**config.mk**
```make
export PLATFORM = sky130hd
export DESIGN_NAME = dsim_opq
export DESIGN_NICKNAME = d
export VERILOG_FILES = /design/src/rtl/core/dsim_pkg.sv /design/src/rtl/core/dsim_opq.sv
export SDC_FILE = /design/constraint.sdc
export NUM_CORES = 1
export LEC_CHECK = 0
export ABC_CLOCK_PERIOD_IN_PS = 2050
export BUFFER_PORTS_ARGS = -buffer_cell sky130_fd_sc_hd__buf_2
export CAP_MARGIN = 20
export CORE_ASPECT_RATIO = 1.25
export CORE_MARGIN = 5
export CORE_UTILIZATION = 42
export DETAILED_ROUTE_END_ITERATION = 8
export HOLD_SLACK_MARGIN = 0.12
export MAX_ROUTING_LAYER = met4
export PLACE_DENSITY = 0.66
export SYNTH_ARGS = -nofsm -noshare
export SYNTH_HDL_FRONTEND = slang
export SYNTH_SLANG_ARGS = --single-unit
export TNS_END_PERCENT = 5
```
**constraint.sdc**
```tcl
create_clock -name clk_i -period 2.05 [get_ports clk_i]
set_input_delay 0.3075 -clock clk_i [delete_from_list [all_inputs] [get_ports clk_i]]
set_output_delay 0.3075 -clock clk_i [all_outputs]
set_load 0.1 [all_outputs]
```
**src/rtl/core/dsim_pkg.sv**
```systemverilog
// Shared types, constants and codes for the dual source input merger.
package dsim_pkg;

  // Queue geometry
  localparam int unsigned QUEUE_DEPTH = 64;
  localparam int unsigned PTR_W       = $clog2(QUEUE_DEPTH);
  localparam int unsigned CNT_W       = $clog2(QUEUE_DEPTH + 1);
  localparam int unsigned STAMP_W     = 32;

  // Operation queue between front and back
  localparam int unsigned OPQ_DEPTH   = 2;
  localparam int unsigned OPQ_PTR_W   = $clog2(OPQ_DEPTH);
  localparam int unsigned OPQ_CNT_W   = $clog2(OPQ_DEPTH + 1);

  // Register file: one 32-bit register, word index in paddr[2]
  localparam int unsigned PADDR_W     = 3;
  localparam logic [PADDR_W-3:0] REG_LINK_MODE = '0;

  // Function codes of an input beat
  typedef enum logic [1:0] {
    FN_PUSH    = 2'd0,
    FN_PHASED  = 2'd1,
    FN_MERGED  = 2'd2,
    FN_SOURCE  = 2'd3
  } func_e;

  // Phase and link mode codes
  localparam logic [1:0] PH_WAIT = 2'd0;
  localparam logic [1:0] PH_AB36 = 2'd1;
  localparam logic [1:0] LM_ZERO = 2'd0;
  localparam logic [1:0] LM_ONE  = 2'd1;

  // Classified operation kinds
  typedef enum logic [2:0] {
    OP_PUSH,
    OP_PUSH_BAD,
    OP_PHASED,
    OP_MERGED,
    OP_SOURCE
  } op_kind_e;

  typedef enum logic {
    BK_IDLE,
    BK_EXEC
  } back_state_e;

  typedef struct packed {
    logic [1:0] func;
    logic       source_remote;
    logic [1:0] phase;
    logic [1:0] in_length;
    logic [7:0] in_byte0;
    logic [7:0] in_byte1;
  } in_t;

  typedef struct packed {
    logic               push_accepted;
    logic [1:0]         out_length;
    logic [7:0]         out_byte0;
    logic [7:0]         out_byte1;
    logic [STAMP_W-1:0] out_sequence;
    logic               out_remote;
    logic               local_can_push;
    logic               remote_can_push;
  } out_t;

  typedef struct packed {
    op_kind_e   kind;
    logic       source_remote;
    logic [1:0] phase;
    logic [1:0] len;
    logic [7:0] b0;
    logic [7:0] b1;
  } op_t;

  // One stored queue entry
  typedef struct packed {
    logic [STAMP_W-1:0] stamp;
    logic [1:0]         len;
    logic [7:0]         b0;
    logic [7:0]         b1;
  } ent_t;

endpackage

```
**src/rtl/core/dsim_opq.sv**
```systemverilog
// Short operation queue that decouples the front end from the back end.
module dsim_opq import dsim_pkg::*; (
  input  logic     clk_i,
  input  logic     rst_ni,
  input  logic     push_i,
  input  op_t      op_i,
  output logic     full_o,
  input  logic     pop_i,
  output logic     valid_o,
  output op_t      op_o
);

  op_t                  entry_q [OPQ_DEPTH];
  logic [OPQ_PTR_W-1:0] wr_ptr_q, wr_ptr_d;
  logic [OPQ_PTR_W-1:0] rd_ptr_q, rd_ptr_d;
  logic [OPQ_CNT_W-1:0] cnt_q, cnt_d;

  assign full_o  = (cnt_q == OPQ_CNT_W'(OPQ_DEPTH));
  assign valid_o = (cnt_q != '0);
  assign op_o    = entry_q[rd_ptr_q];

  // Pointer and fill count update
  always_comb begin
    wr_ptr_d = wr_ptr_q;
    rd_ptr_d = rd_ptr_q;
    cnt_d    = cnt_q;
    if (push_i) begin
      wr_ptr_d = (wr_ptr_q == OPQ_PTR_W'(OPQ_DEPTH - 1)) ? '0 : wr_ptr_q + 1'b1;
    end
    if (pop_i) begin
      rd_ptr_d = (rd_ptr_q == OPQ_PTR_W'(OPQ_DEPTH - 1)) ? '0 : rd_ptr_q + 1'b1;
    end
    if (push_i && !pop_i) begin
      cnt_d = cnt_q + 1'b1;
    end else if (pop_i && !push_i) begin
      cnt_d = cnt_q - 1'b1;
    end
  end

  always_ff @(posedge clk_i or negedge rst_ni) begin
    if (!rst_ni) begin
      wr_ptr_q <= '0;
      rd_ptr_q <= '0;
      cnt_q    <= '0;
    end else begin
      wr_ptr_q <= wr_ptr_d;
      rd_ptr_q <= rd_ptr_d;
      cnt_q    <= cnt_d;
    end
  end

  // Payload storage, no reset
  always_ff @(posedge clk_i) begin
    if (push_i) begin
      entry_q[wr_ptr_q] <= op_i;
    end
  end

endmodule

```
**Word level (Yosys, flattened, before mapping)**

Memories as Yosys holds them, arrays and structs flattened.
Cells that the tools add are included.

- Logic and storage cells: 21
- Input port bits: 28
- Memories kept: 1
- Flip-flop bits (word level): 4
- Output and inout port bits: 26
- RAM bits: 48

- Add/sub/neg operators: 4
- Reduce and logical (&&, ||, !) cells: 6
- Multiplexer cells: 6
- Equality and inequality tests: 1

Memory list:

| name | depth | width | read ports | clocked after memory_dff | write ports | line | RTL |
|---|---|---|---|---|---|---|---|
| entry_q | 2 | 24 | 1 | 0 | 1 | dsim_opq.sv:13 | `op_t entry_q [OPQ_DEPTH];` |

Operators with widths:

| operator | count |
|---|---|
| 1-bit 2-to-1 mux | 4 |
| 2-bit 2-to-1 mux | 2 |
| 2-bit nonzero test | 2 |
| 1-bit adder (second input constant) | 2 |
| 2-bit by 1-bit adder with 2-bit output (second input constant) | 1 |
| 2-bit == test (second input constant) | 1 |
| 1-bit logical AND | 2 |
| 1-bit zero test | 2 |
| 2-bit by 1-bit subtractor with 2-bit output (second input constant) | 1 |

**Depth between registers and ports, before layout**

Gate-level depths: netlist of the first run.

- Word-level depth: 4
- Depth in mapped cells: 5
- Depth with buffers taken out: 5

**Worst setup path after synthesis of the first run**

No wires, ideal clock.

- Kind: reg2out
- From: register cnt_q[0]
- To: output full_o
- Path buffers: 0
- Data required time: 1.742 ns
- Data arrival time: 1.749 ns
- Slack: -0.006 ns
- Stages on the path, launching flop included: 2
- Path through: dfrtp_1 nor2b_1

- Longest elaborated chain between the ends: 1

Ends and longest elaborated chain:

| what | line | RTL |
|---|---|---|
| start, declared | dsim_opq.sv:16 | `logic [OPQ_CNT_W-1:0] cnt_q, cnt_d;` |
| start signal, assigned | dsim_opq.sv:48 | `cnt_q <= cnt_d;` |
| 2-bit == test | dsim_opq.sv:18 | `assign full_o = (cnt_q == OPQ_CNT_W'(OPQ_DEPTH));` |
| end, declared | dsim_opq.sv:7 | `output logic full_o,` |

No other way between the ends.

==> impl_summary.log, run 1 <==
INFO  metric run_status = complete, no violations
INFO  metric pin_count_of_the_biggest_net_entering_global_routing = 18
INFO  metric timing.max_cap.violations = 0
INFO  metric fill_cells = 356
INFO  metric regToRegSetupSlack = 620 ps
INFO  metric area.growth.synth_to_final = 40.3%
INFO  metric max_slew_violation_count = 0
INFO  metric htree_num_levels = 2
INFO  metric die_h = 87.6 um
INFO  metric cp.buffers_inverters = 2
INFO  metric worst_clock_skew = 6.64 ps
INFO  metric synth.mux.area_fraction = 0.169
INFO  metric setup_repair_after_global_routing_missed_its_margin = false
INFO  metric layout_min_cycle_time = 1830 ps
INFO  metric layout.area.seq = 0.00154 mm2
INFO  metric worst-r2r-cell-count = 2
INFO  metric synth_top_area_frac = 0.712
INFO  metric synth_compound_area_frac = 0
INFO  metric global_placer_s_final_weighted_congestion = 0.733
INFO  metric worstPathRequired = 1740 ps
INFO  metric clk_transition_reported_paths = 90 ps
INFO  metric cts_root_buffer = clkbuf_8
INFO  metric cell_type_group_with_the_largest_total_delay_on_the_critical_path = buffers and inverters
INFO  metric finalInstanceArea = 0.00284 mm2
INFO  metric synth-seq-area-share = 0.762
INFO  metric timing.fmax = 546 MHz
INFO  metric worst-slew-pin-transition = 473 ps
INFO  metric final_min_period_over_clock_period = 0.893
INFO  metric synth_edf_count = 48
INFO  metric groute.usage.overall = 0.113
INFO  metric slowest_delay = 410 ps
INFO  metric vias_per_cell = 4.62
INFO  metric timing.critical_path.to = op_o[10]
INFO  metric routed_wl = 3270 um
INFO  metric pin_count = 54
INFO  metric synth-xor-area-share = 0.0216
INFO  metric ys_warn_count = 0
INFO  metric drtAntennaViolNets = 0
INFO  metric cts_tree = yes
INFO  metric port_buffers = 53
INFO  metric post_cts_resize_count = 0
INFO  metric number_of_antenna_violations_at_the_first_check_in_global_routing = 0
INFO  metric arrival = 1520 ps
INFO  metric synth-adder-area-share = 0.00618
INFO  metric postSynthAreaPerCell = 22.2 um2
INFO  metric dp_hpwl = 2480 um
INFO  metric setup.worst_path.class = reg2out
INFO  metric row_count = 28
INFO  metric effective_utilization_at_floorplan = 0.431
INFO  metric cpMaxStageDelayCell = mux2_2
INFO  metric final_hold_viol_count = 0
INFO  metric synth_fp_nets = 120
INFO  metric hold_buffers = 1
INFO  metric post-synth-top-count-cell = edfxtp_1
INFO  metric top_ff_cell_synth = edfxtp_1
INFO  metric grt_first_pass_wirelength = 5130 um
INFO  metric dr.first_iter.drc_count = 16
INFO  metric detail_route.wl_per_cell = 15.3 um
INFO  metric grt_remaining_overflow = 0
INFO  metric fp.dieArea = 0.00631 mm2
INFO  metric crit_end_element = output pin
INFO  metric die_width = 72.1 um
INFO  metric critical_path.startpoint = rd_ptr_q$_DFFE_PN0P_
INFO  metric post-synth-top-area-cell = edfxtp_1
INFO  metric r2r_end = entry_q[1][21]$_DFFE_PP_
INFO  metric length_of_the_first_detailed_routing_pass_in_iterations = 2
INFO  metric multi_input_comb_area = 432 um2
INFO  metric drc_errors = 0
INFO  metric mappedNetlistArea = 0.00202 mm2
INFO  metric biggest_area_contributors_in_the_synthesized_netlist = edfxtp_1, mux2_4, dfrtp_1, mux2_2, buf_12
INFO  metric clockBufferDepth = 2
INFO  metric synthCells = 91
INFO  metric ys_ff_latch = 52
INFO  metric synthArstFlopShare = 0.0769
INFO  metric route.vias.total = 989
INFO  metric slew_headroom = 0.683
INFO  metric crit_path_cell_trace = buf_4 -> mux2_2 -> buf_12
INFO  metric synth_simple_gate_area_share = 0.0142
INFO  metric final.setup.tns = 0 ps
INFO  metric postCtsSetupRepairBufs = 0
INFO  metric cts_inserted_buffers = 5
INFO  metric reg2reg_from = wr_ptr_q$_DFFE_PN0P_
INFO  metric finalSetupViolCount = 0
INFO  metric worstSetupStartpointType = flop
INFO  metric synthTopCellsByCount = edfxtp_1, mux2_4, mux2_2, dfrtp_1, xor2_1
INFO  metric clkLatencyLatePin = 290 ps
INFO  metric drive_above_1_share = 0.591
INFO  metric placed_area = 0.00272 mm2
INFO  metric hp-class = in2reg
INFO  metric worst-path-stages = 3
INFO  metric fin_nets = 182
INFO  metric design.core.area = 0.00469 mm2
INFO  metric vias_in_the_first_global_route = 1079
INFO  metric post_synth_num_cell_types = 14
INFO  metric cts_num_sinks = 52
INFO  metric antenna_cells = 0
INFO  metric worstPathMaxFanout = 17
INFO  metric synth_top_family_by_area = multiplexers
cell usage in the layout (no fill, tap or decap):
cell / n
nor2_1: 1
or2_2: 1
and2_1: 1
edfxtp_1: 48
clkinv_2: 1
mux2_2: 5
clkbuf_1: 1
inv_1: 1
clkbuf_8: 5
buf_4: 3
mux2_4: 19
dfrtp_1: 4
buf_12: 25
buf_2: 29
bufinv_16: 1
xnor2_1: 1
nor2b_2: 2
dlygate4sd3_1: 1
xor2_1: 4
ha_1: 1
cell families (layout without fill, tap and decap cells):
| kind of cell | after synthesis | in the layout |
|---|---|---|
| buffers and inverters | 4 | 67 |
| DFF | 52 | 52 |
| muxes | 24 | 24 |
| and+or+nand+nor | 5 | 5 |
| xor gates and xnor gates | 5 | 5 |
| adders and majority gates | 1 | 1 |
worst reg2reg max path, delay by kind of cell (launching register included):
family / cells / cell delay (ps)
simple gates: 1 / 370
flops: 1 / 400
buf+inv: 1 / 340
per-layer routing:
metal / vias to the layer above / GRT usage / part of all wire
li1: 467 / - / -
met3: 7 / 0.0425 / 0.078
met2: 37 / 0.186 / 0.52
met1: 478 / 0.124 / 0.38
met4: 0 / 0.0410 / 0.015
met5: - / - / 0
per-stage QoR:
stage / setup WS [ps] / hold slack, ps / utilization / cells
final: 220 / 194 / 0.604 / 214
after detailed placement: 535 / 117 / 0.579 / 205
after CTS: 202 / 185 / 0.604 / 214
after floorplan: 152 / 11.9 / - / 91
after global placement: 557 / 114 / 0.579 / 205
after global routing: 142 / 175 / 0.604 / 214
sequential cells by signal (all words and copies together) (netlist names):
register	cells
wr_ptr_q	1
entry_q	48
cnt_q	2
rd_ptr_q	1
worst min path at each step:
stage / from / to / slack, ps / cells after the start
floorplan: rst_ni / cnt_q[0]$_DFFE_PN0P_ / 10 / 0
global placement: rst_ni / wr_ptr_q$_DFFE_PN0P_ / 110 / 1
detailed placement: rst_ni / cnt_q[1]$_DFFE_PN0P_ / 120 / 1
CTS: op_i[12] / entry_q[1][12]$_DFFE_PP_ / 190 / 1
global route: op_i[7] / entry_q[0][7]$_DFFE_PP_ / 170 / 1
finish: op_i[12] / entry_q[1][12]$_DFFE_PP_ / 190 / 1
final cells by class:
class | instances | share of cell area
inverters | 1 | 0.00132
clock buffers | 6 | 0.0256
multi-input cells | 35 | 0.152
clock inverters | 2 | 0.0123
well taps | 60 | 0.0265
flip-flops and latches | 52 | 0.543
repair buffers | 58 | 0.239
Power of run 1 is not shown: default switching activity piles up to over one toggle a cycle in this logic, so the estimate is an artifact.
==> run 2, diff against run 1 <==
==> constraint.sdc (replaced) <==
create_clock -name clk_i -period 2.05 [get_ports clk_i]
set_input_delay 0.205 -clock clk_i [delete_from_list [all_inputs] [get_ports clk_i]]
set_output_delay 0.205 -clock clk_i [all_outputs]
set_load 0.1 [all_outputs]
==> run 2 against run 1 <==
  * Non-clock buffer count increased by 25
  * Register-to-register slack improved by 20 ps
  * Largest cell class unchanged
  * Final cell count up 12%
  * Count of clock-buffer cells in the layout did not move
  * Maximum frequency increased by 5.8%
  * Setup slack improved by 100 ps
  * Utilization increased by 5.8 points
  * Global-route usage up 1.2 points
  * Via count increased by 8.4%
==> impl_summary.log, run 2 (synthesis results as in run 1) <==
INFO  metric run_status = complete, no violations
INFO  metric effective_utilization_at_floorplan = 0.431 (unchanged)
INFO  metric slew_headroom = 0.676 (-0.00737)
INFO  metric worst-slew-pin-transition = 490 ps (+16.6 ps)
INFO  metric clkLatencyLatePin = 300 ps (about the same)
INFO  metric dr.first_iter.drc_count = 41 (+25)
INFO  metric final.setup.tns = 0 ps (unchanged)
INFO  metric timing.max_cap.violations = 0 (unchanged)
INFO  metric design.core.area = 0.00469 mm2 (unchanged)
INFO  metric layout.area.seq = 0.00154 mm2 (unchanged)
INFO  metric cts_num_sinks = 52 (unchanged)
INFO  metric worstSetupStartpointType = flop
INFO  metric postCtsSetupRepairBufs = 0 (unchanged)
INFO  metric drtAntennaViolNets = 0 (unchanged)
INFO  metric setup.worst_path.class = reg2out
INFO  metric area.growth.synth_to_final = 53.7%
INFO  metric setup_repair_after_global_routing_missed_its_margin = false
INFO  metric cp.buffers_inverters = 2 (unchanged)
INFO  metric layout_commonest_cell = edfxtp_1
INFO  metric max_slew_violation_count = 0 (unchanged)
INFO  metric cts_inserted_buffers = 5 (unchanged)
INFO  metric layout_min_cycle_time = 1730 ps (-101 ps)
INFO  metric finalInstanceArea = 0.00311 mm2 (+9.6%)
INFO  metric placed_cells = 205 (unchanged)
INFO  metric cpMaxStageDelayCell = mux2_2
INFO  metric row_count = 28 (unchanged)
INFO  metric detail_route.wl_per_cell = 14.4 um (-6.1%)
INFO  metric pin_count_of_the_biggest_net_entering_global_routing = 19 (+1)
INFO  metric most-common-layout-cells = edfxtp_1, buf_2, dlygate4sd3_1
INFO  metric die_h = 87.6 um (unchanged)
INFO  metric worst_clock_skew = 9.03 ps (+2.39 ps)
INFO  metric length_of_the_first_detailed_routing_pass_in_iterations = 4 (+2)
INFO  metric timing.fmax = 578 MHz (+5.8%)
INFO  metric finalNonFillerCells = 239 (+12%)
INFO  metric crit_path_cell_trace = buf_4 -> mux2_2 -> buf_12
INFO  metric antenna_cells = 0 (unchanged)
INFO  metric fin_nets = 207 (+14%)
INFO  metric worstPathRequired = 1850 ps (+110 ps)
INFO  metric final_min_period_over_clock_period = 0.844 (-0.0493)
INFO  metric grt_first_pass_wirelength = 5680 um (+11%)
INFO  metric clockBufferDepth = 2 (unchanged)
INFO  metric final_hold_viol_count = 0 (unchanged)
INFO  metric route.vias.total = 1072 (+8.4%)
INFO  metric post_cts_resize_count = 0 (unchanged)
INFO  metric clk_transition_reported_paths = 90 ps (about the same)
INFO  metric slowest_delay = 410 ps (about the same)
INFO  metric hp-class = in2reg
INFO  metric reg.largest.list = entry_q: 48 flops, cnt_q: 2 flops
INFO  metric largest_reg_flops = 48 (unchanged)
INFO  metric drc_errors = 0 (unchanged)
INFO  metric worstPathMaxFanout = 18 (+1)
INFO  metric htree_num_levels = 2 (unchanged)
INFO  metric groute.usage.overall = 0.125 (+0.0119)
INFO  metric die_width = 72.1 um (unchanged)
INFO  metric hold_buffers = 26 (+25)
INFO  metric fp.dieArea = 0.00631 mm2 (unchanged)
INFO  metric finalSetupViolCount = 0 (unchanged)
INFO  metric placed_area = 0.00272 mm2 (about the same)
INFO  metric global_placer_s_final_weighted_congestion = 0.675 (-7.9%)
INFO  metric fill_cells = 328 (-7.9%)
INFO  metric cts_tree = yes
INFO  metric drive_above_1_share = 0.503 (-0.0881)
INFO  metric crit_end_element = output pin
INFO  metric arrival = 1520 ps (about the same)
INFO  metric multi_input_comb_area = 429 um2 (-0.58%)
INFO  metric regToRegSetupSlack = 640 ps (+20 ps)
INFO  metric vias_in_the_first_global_route = 1196 (+11%)
INFO  metric pin_count = 54 (unchanged)
INFO  metric top_register = entry_q
INFO  metric cts_root_buffer = clkbuf_8
INFO  metric routed_wl = 3430 um (+4.9%)
INFO  metric grt_remaining_overflow = 0 (unchanged)
INFO  metric cell_type_group_with_the_largest_total_delay_on_the_critical_path = buffers and inverters
INFO  metric port_buffers = 53 (unchanged)
INFO  metric number_of_antenna_violations_at_the_first_check_in_global_routing = 0 (unchanged)
INFO  metric vias_per_cell = 4.49 (-2.9%)
-- run 2: path summary, 6_finish.rpt --
path | end | cells past startpoint | from
min reg2reg | cnt_q[1]$_DFFE_PN0P_ | 1 | cnt_q[1]$_DFFE_PN0P_
min in group asynchronous | wr_ptr_q$_DFFE_PN0P_ | 2 | rst_ni
min | wr_ptr_q$_DFFE_PN0P_ | 2 | push_i
max reg2reg | entry_q[0][11]$_DFFE_PP_ | 2 | wr_ptr_q$_DFFE_PN0P_
max | op_o[9] | 3 | rd_ptr_q$_DFFE_PN0P_
max in group asynchronous | rd_ptr_q$_DFFE_PN0P_ | 2 | rst_ni
-- run 2: final cells by class --
| type | count | area share |
|---|---|---|
| multi-input cells | 35 | 0.138 |
| clock buffers | 6 | 0.0233 |
| clock inverters | 2 | 0.0193 |
| inverters | 1 | 0.00121 |
| well taps | 60 | 0.0241 |
| repair buffers | 83 | 0.298 |
| flip-flops and latches | 52 | 0.496 |
-- run 2: per-layer routing --
layer  routed length, um  GRT usage  vias up
met3                 201     0.0379        5
met1                1290      0.135      512
met2                1880      0.214       34
met5                   0          -        -
li1                    -          -      521
met4                  53     0.0462        0
-- run 2: through the flow --
step,utilization,hold WS (ps),setup WS (ps)
detailed placement,0.579,18.5,627
floorplan,-,-90.6,96.3
CTS,0.663,124,294
finish,0.663,125,321
global route,0.663,124,238
global placement,0.579,16.1,652
Power of run 2 is left out for the same reason.
==> run 3, diff against run 2 <==
Settings changed: ABC_CLOCK_PERIOD_IN_PS 2050 to 1700.
Clock period 2.05 ns to 1.7 ns, I/O delays scaled along.
==> run 3 against run 2 <==
  * Final cell count increased by 1.3%
  * Critical path type unchanged
  * Critical endpoint is now op_o[4]
  * Die area unchanged
  * Register-to-register slack got worse by 80 ps
  * Setup slack lost 250 ps
==> impl_summary.log, run 3 (synthesis results as in run 1) <==
INFO  metric worst_clock_skew = 5.79 ps (-3.24 ps)
INFO  metric final.setup.tns = 0 ps (unchanged)
INFO  metric number_of_antenna_violations_at_the_first_check_in_global_routing = 0 (unchanged)
INFO  metric fin_nets = 210 (+1.4%)
INFO  metric port_buffers = 53 (unchanged)
INFO  metric design.core.area = 0.00469 mm2 (unchanged)
INFO  metric final_hold_viol_count = 0 (unchanged)
INFO  metric timing.critical_path.to = op_o[4]
INFO  metric die_h = 87.6 um (unchanged)
INFO  metric r2r_end = entry_q[0][4]$_DFFE_PP_
INFO  metric pin_count = 54 (unchanged)
INFO  metric row_count = 28 (unchanged)
INFO  metric setup_slack = 69.1 ps (-252 ps)
INFO  metric crit_end_element = output pin
INFO  metric antenna_cells = 0 (unchanged)
INFO  metric worst-r2r-cell-count = 2 (unchanged)
INFO  metric finalSetupViolCount = 0 (unchanged)
INFO  metric max_slew_violation_count = 0 (unchanged)
INFO  metric route.vias.total = 1094 (+2.1%)
INFO  metric area.growth.synth_to_final = 53.8% (about the same)
INFO  metric cts_num_sinks = 52 (unchanged)
INFO  metric largest_reg_flops = 48 (unchanged)
INFO  metric most-common-layout-cells = edfxtp_1, buf_2, dlygate4sd3_1
INFO  metric worstPathMaxFanout = 17 (-1)
INFO  metric clkLatencyLatePin = 300 ps (about the same)
INFO  metric groute.usage.overall = 0.120 (-0.00464)
INFO  metric setup_repair_after_global_routing_missed_its_margin = false
INFO  metric drtAntennaViolNets = 0 (unchanged)
INFO  metric drive_above_1_share = 0.516 (+0.0137)
INFO  metric clk_transition_reported_paths = 90 ps (about the same)
INFO  metric preCtsSetupSlack = 333 ps (-294 ps)
INFO  metric worstSetupStartpointType = flop
INFO  metric routed_wl = 3490 um (+1.7%)
INFO  metric effective_utilization_at_floorplan = 0.431 (unchanged)
INFO  metric final_min_period_over_clock_period = 0.959
INFO  metric multi_input_comb_area = 432 um2 (+0.58%)
INFO  metric top_register = entry_q
INFO  metric cts_inserted_buffers = 5 (unchanged)
INFO  metric reg2reg_from = wr_ptr_q$_DFFE_PN0P_
INFO  metric pin_count_of_the_biggest_net_entering_global_routing = 18 (-1)
INFO  metric grt_remaining_overflow = 0 (unchanged)
INFO  metric timing.fmax = 613 MHz
INFO  metric critical_path.startpoint = rd_ptr_q$_DFFE_PN0P_
INFO  metric postCtsSetupRepairBufs = 0 (unchanged)
INFO  metric grt_first_pass_wirelength = 5520 um (-2.8%)
INFO  metric global_placer_s_final_weighted_congestion = 0.732 (+8.4%)
INFO  metric layout.area.seq = 0.00154 mm2 (unchanged)
INFO  metric fp.dieArea = 0.00631 mm2 (unchanged)
INFO  metric fill_cells = 337 (+2.7%)
INFO  metric timing.max_cap.violations = 0 (unchanged)
INFO  metric regToRegSetupSlack = 560 ps (-80 ps)
INFO  metric cts_tree = yes
INFO  metric die_width = 72.1 um (unchanged)
INFO  metric placed_cells = 207 (+0.98%)
INFO  metric layout_min_cycle_time = 1630 ps
INFO  metric finalNonFillerCells = 242 (+1.3%)
INFO  metric layout_commonest_cell = edfxtp_1
INFO  metric hp-class = in2async
INFO  metric arrival = 1460 ps (-60 ps)
INFO  metric dr.first_iter.drc_count = 24 (-41%)
INFO  metric worst-slew-pin-transition = 493 ps (+2.93 ps)
INFO  metric drc_errors = 0 (unchanged)
INFO  metric length_of_the_first_detailed_routing_pass_in_iterations = 4 (unchanged)
INFO  metric cts_root_buffer = clkbuf_8
INFO  metric detail_route.wl_per_cell = 14.4 um (+0.40%)
INFO  metric vias_in_the_first_global_route = 1224 (+2.3%)
INFO  metric reg.largest.list = entry_q: 48 flops, cnt_q: 2 flops
INFO  metric vias_per_cell = 4.52 (+0.79%)
INFO  metric slew_headroom = 0.674 (-0.00194)
INFO  metric dp_hpwl = 2440 um
INFO  metric htree_num_levels = 2 (unchanged)
INFO  metric setup.worst_path.class = reg2out
INFO  metric worstPathRequired = 1530 ps (-320 ps)
INFO  metric run_status = complete, no violations
INFO  metric clockBufferDepth = 2 (unchanged)
-- run 3: worst min path at each step --
stage / slack [ps] / depth (start not counted) / start / end
floorplan: -130 / 0 / rst_ni / cnt_q[0]$_DFFE_PN0P_
global placement: -20 / 1 / rst_ni / cnt_q[0]$_DFFE_PN0P_
detailed placement: -20 / 1 / rst_ni / cnt_q[1]$_DFFE_PN0P_
CTS: 190 / 2 / rst_ni / cnt_q[1]$_DFFE_PN0P_
global route: 220 / 2 / rst_ni / cnt_q[0]$_DFFE_PN0P_
finish: 210 / 2 / rst_ni / cnt_q[0]$_DFFE_PN0P_
-- run 3: worst max-delay path, cell delays in order, from the launching register on --
cell     delay, ps
dfrtp_1        370
buf_6          220
mux2_2         390
buf_12         170
-- run 3: what timing repair did --
item,4_1_cts,5_1_grt
hold buffers,27,0
gates resized for setup,1,0
hold endpoints to repair,54,0
setup endpoints to repair,1,0
-- run 3: cell type report --
type | count | share of cell area
Sequential cell | 52 | 0.495
Timing Repair Buffer | 86 | 0.304
Multi-Input combinational cell | 35 | 0.139
Tap cell | 60 | 0.0241
Clock buffer | 5 | 0.0221
Clock inverter | 3 | 0.0149
Inverter | 1 | 0.00121
-- run 3: per-stage QoR --
stage / util / hold WS (ps) / instance area (um2)
final: 0.663 / 209 / 3110
after global routing: 0.663 / 219 / 3110
after CTS: 0.663 / 185 / 3110
after detailed placement: 0.580 / -20.0 / 2720
after global placement: 0.580 / -23.9 / 2720
after floorplan: - / -126 / 2030
-- run 3: per-layer routing --
layer	wire length (um)	global-route usage
met4	34	0.0410
met2	1870	0.212
met5	0	-
met1	1380	0.131
met3	203	0.0287
Power of run 3 is left out for the same reason.
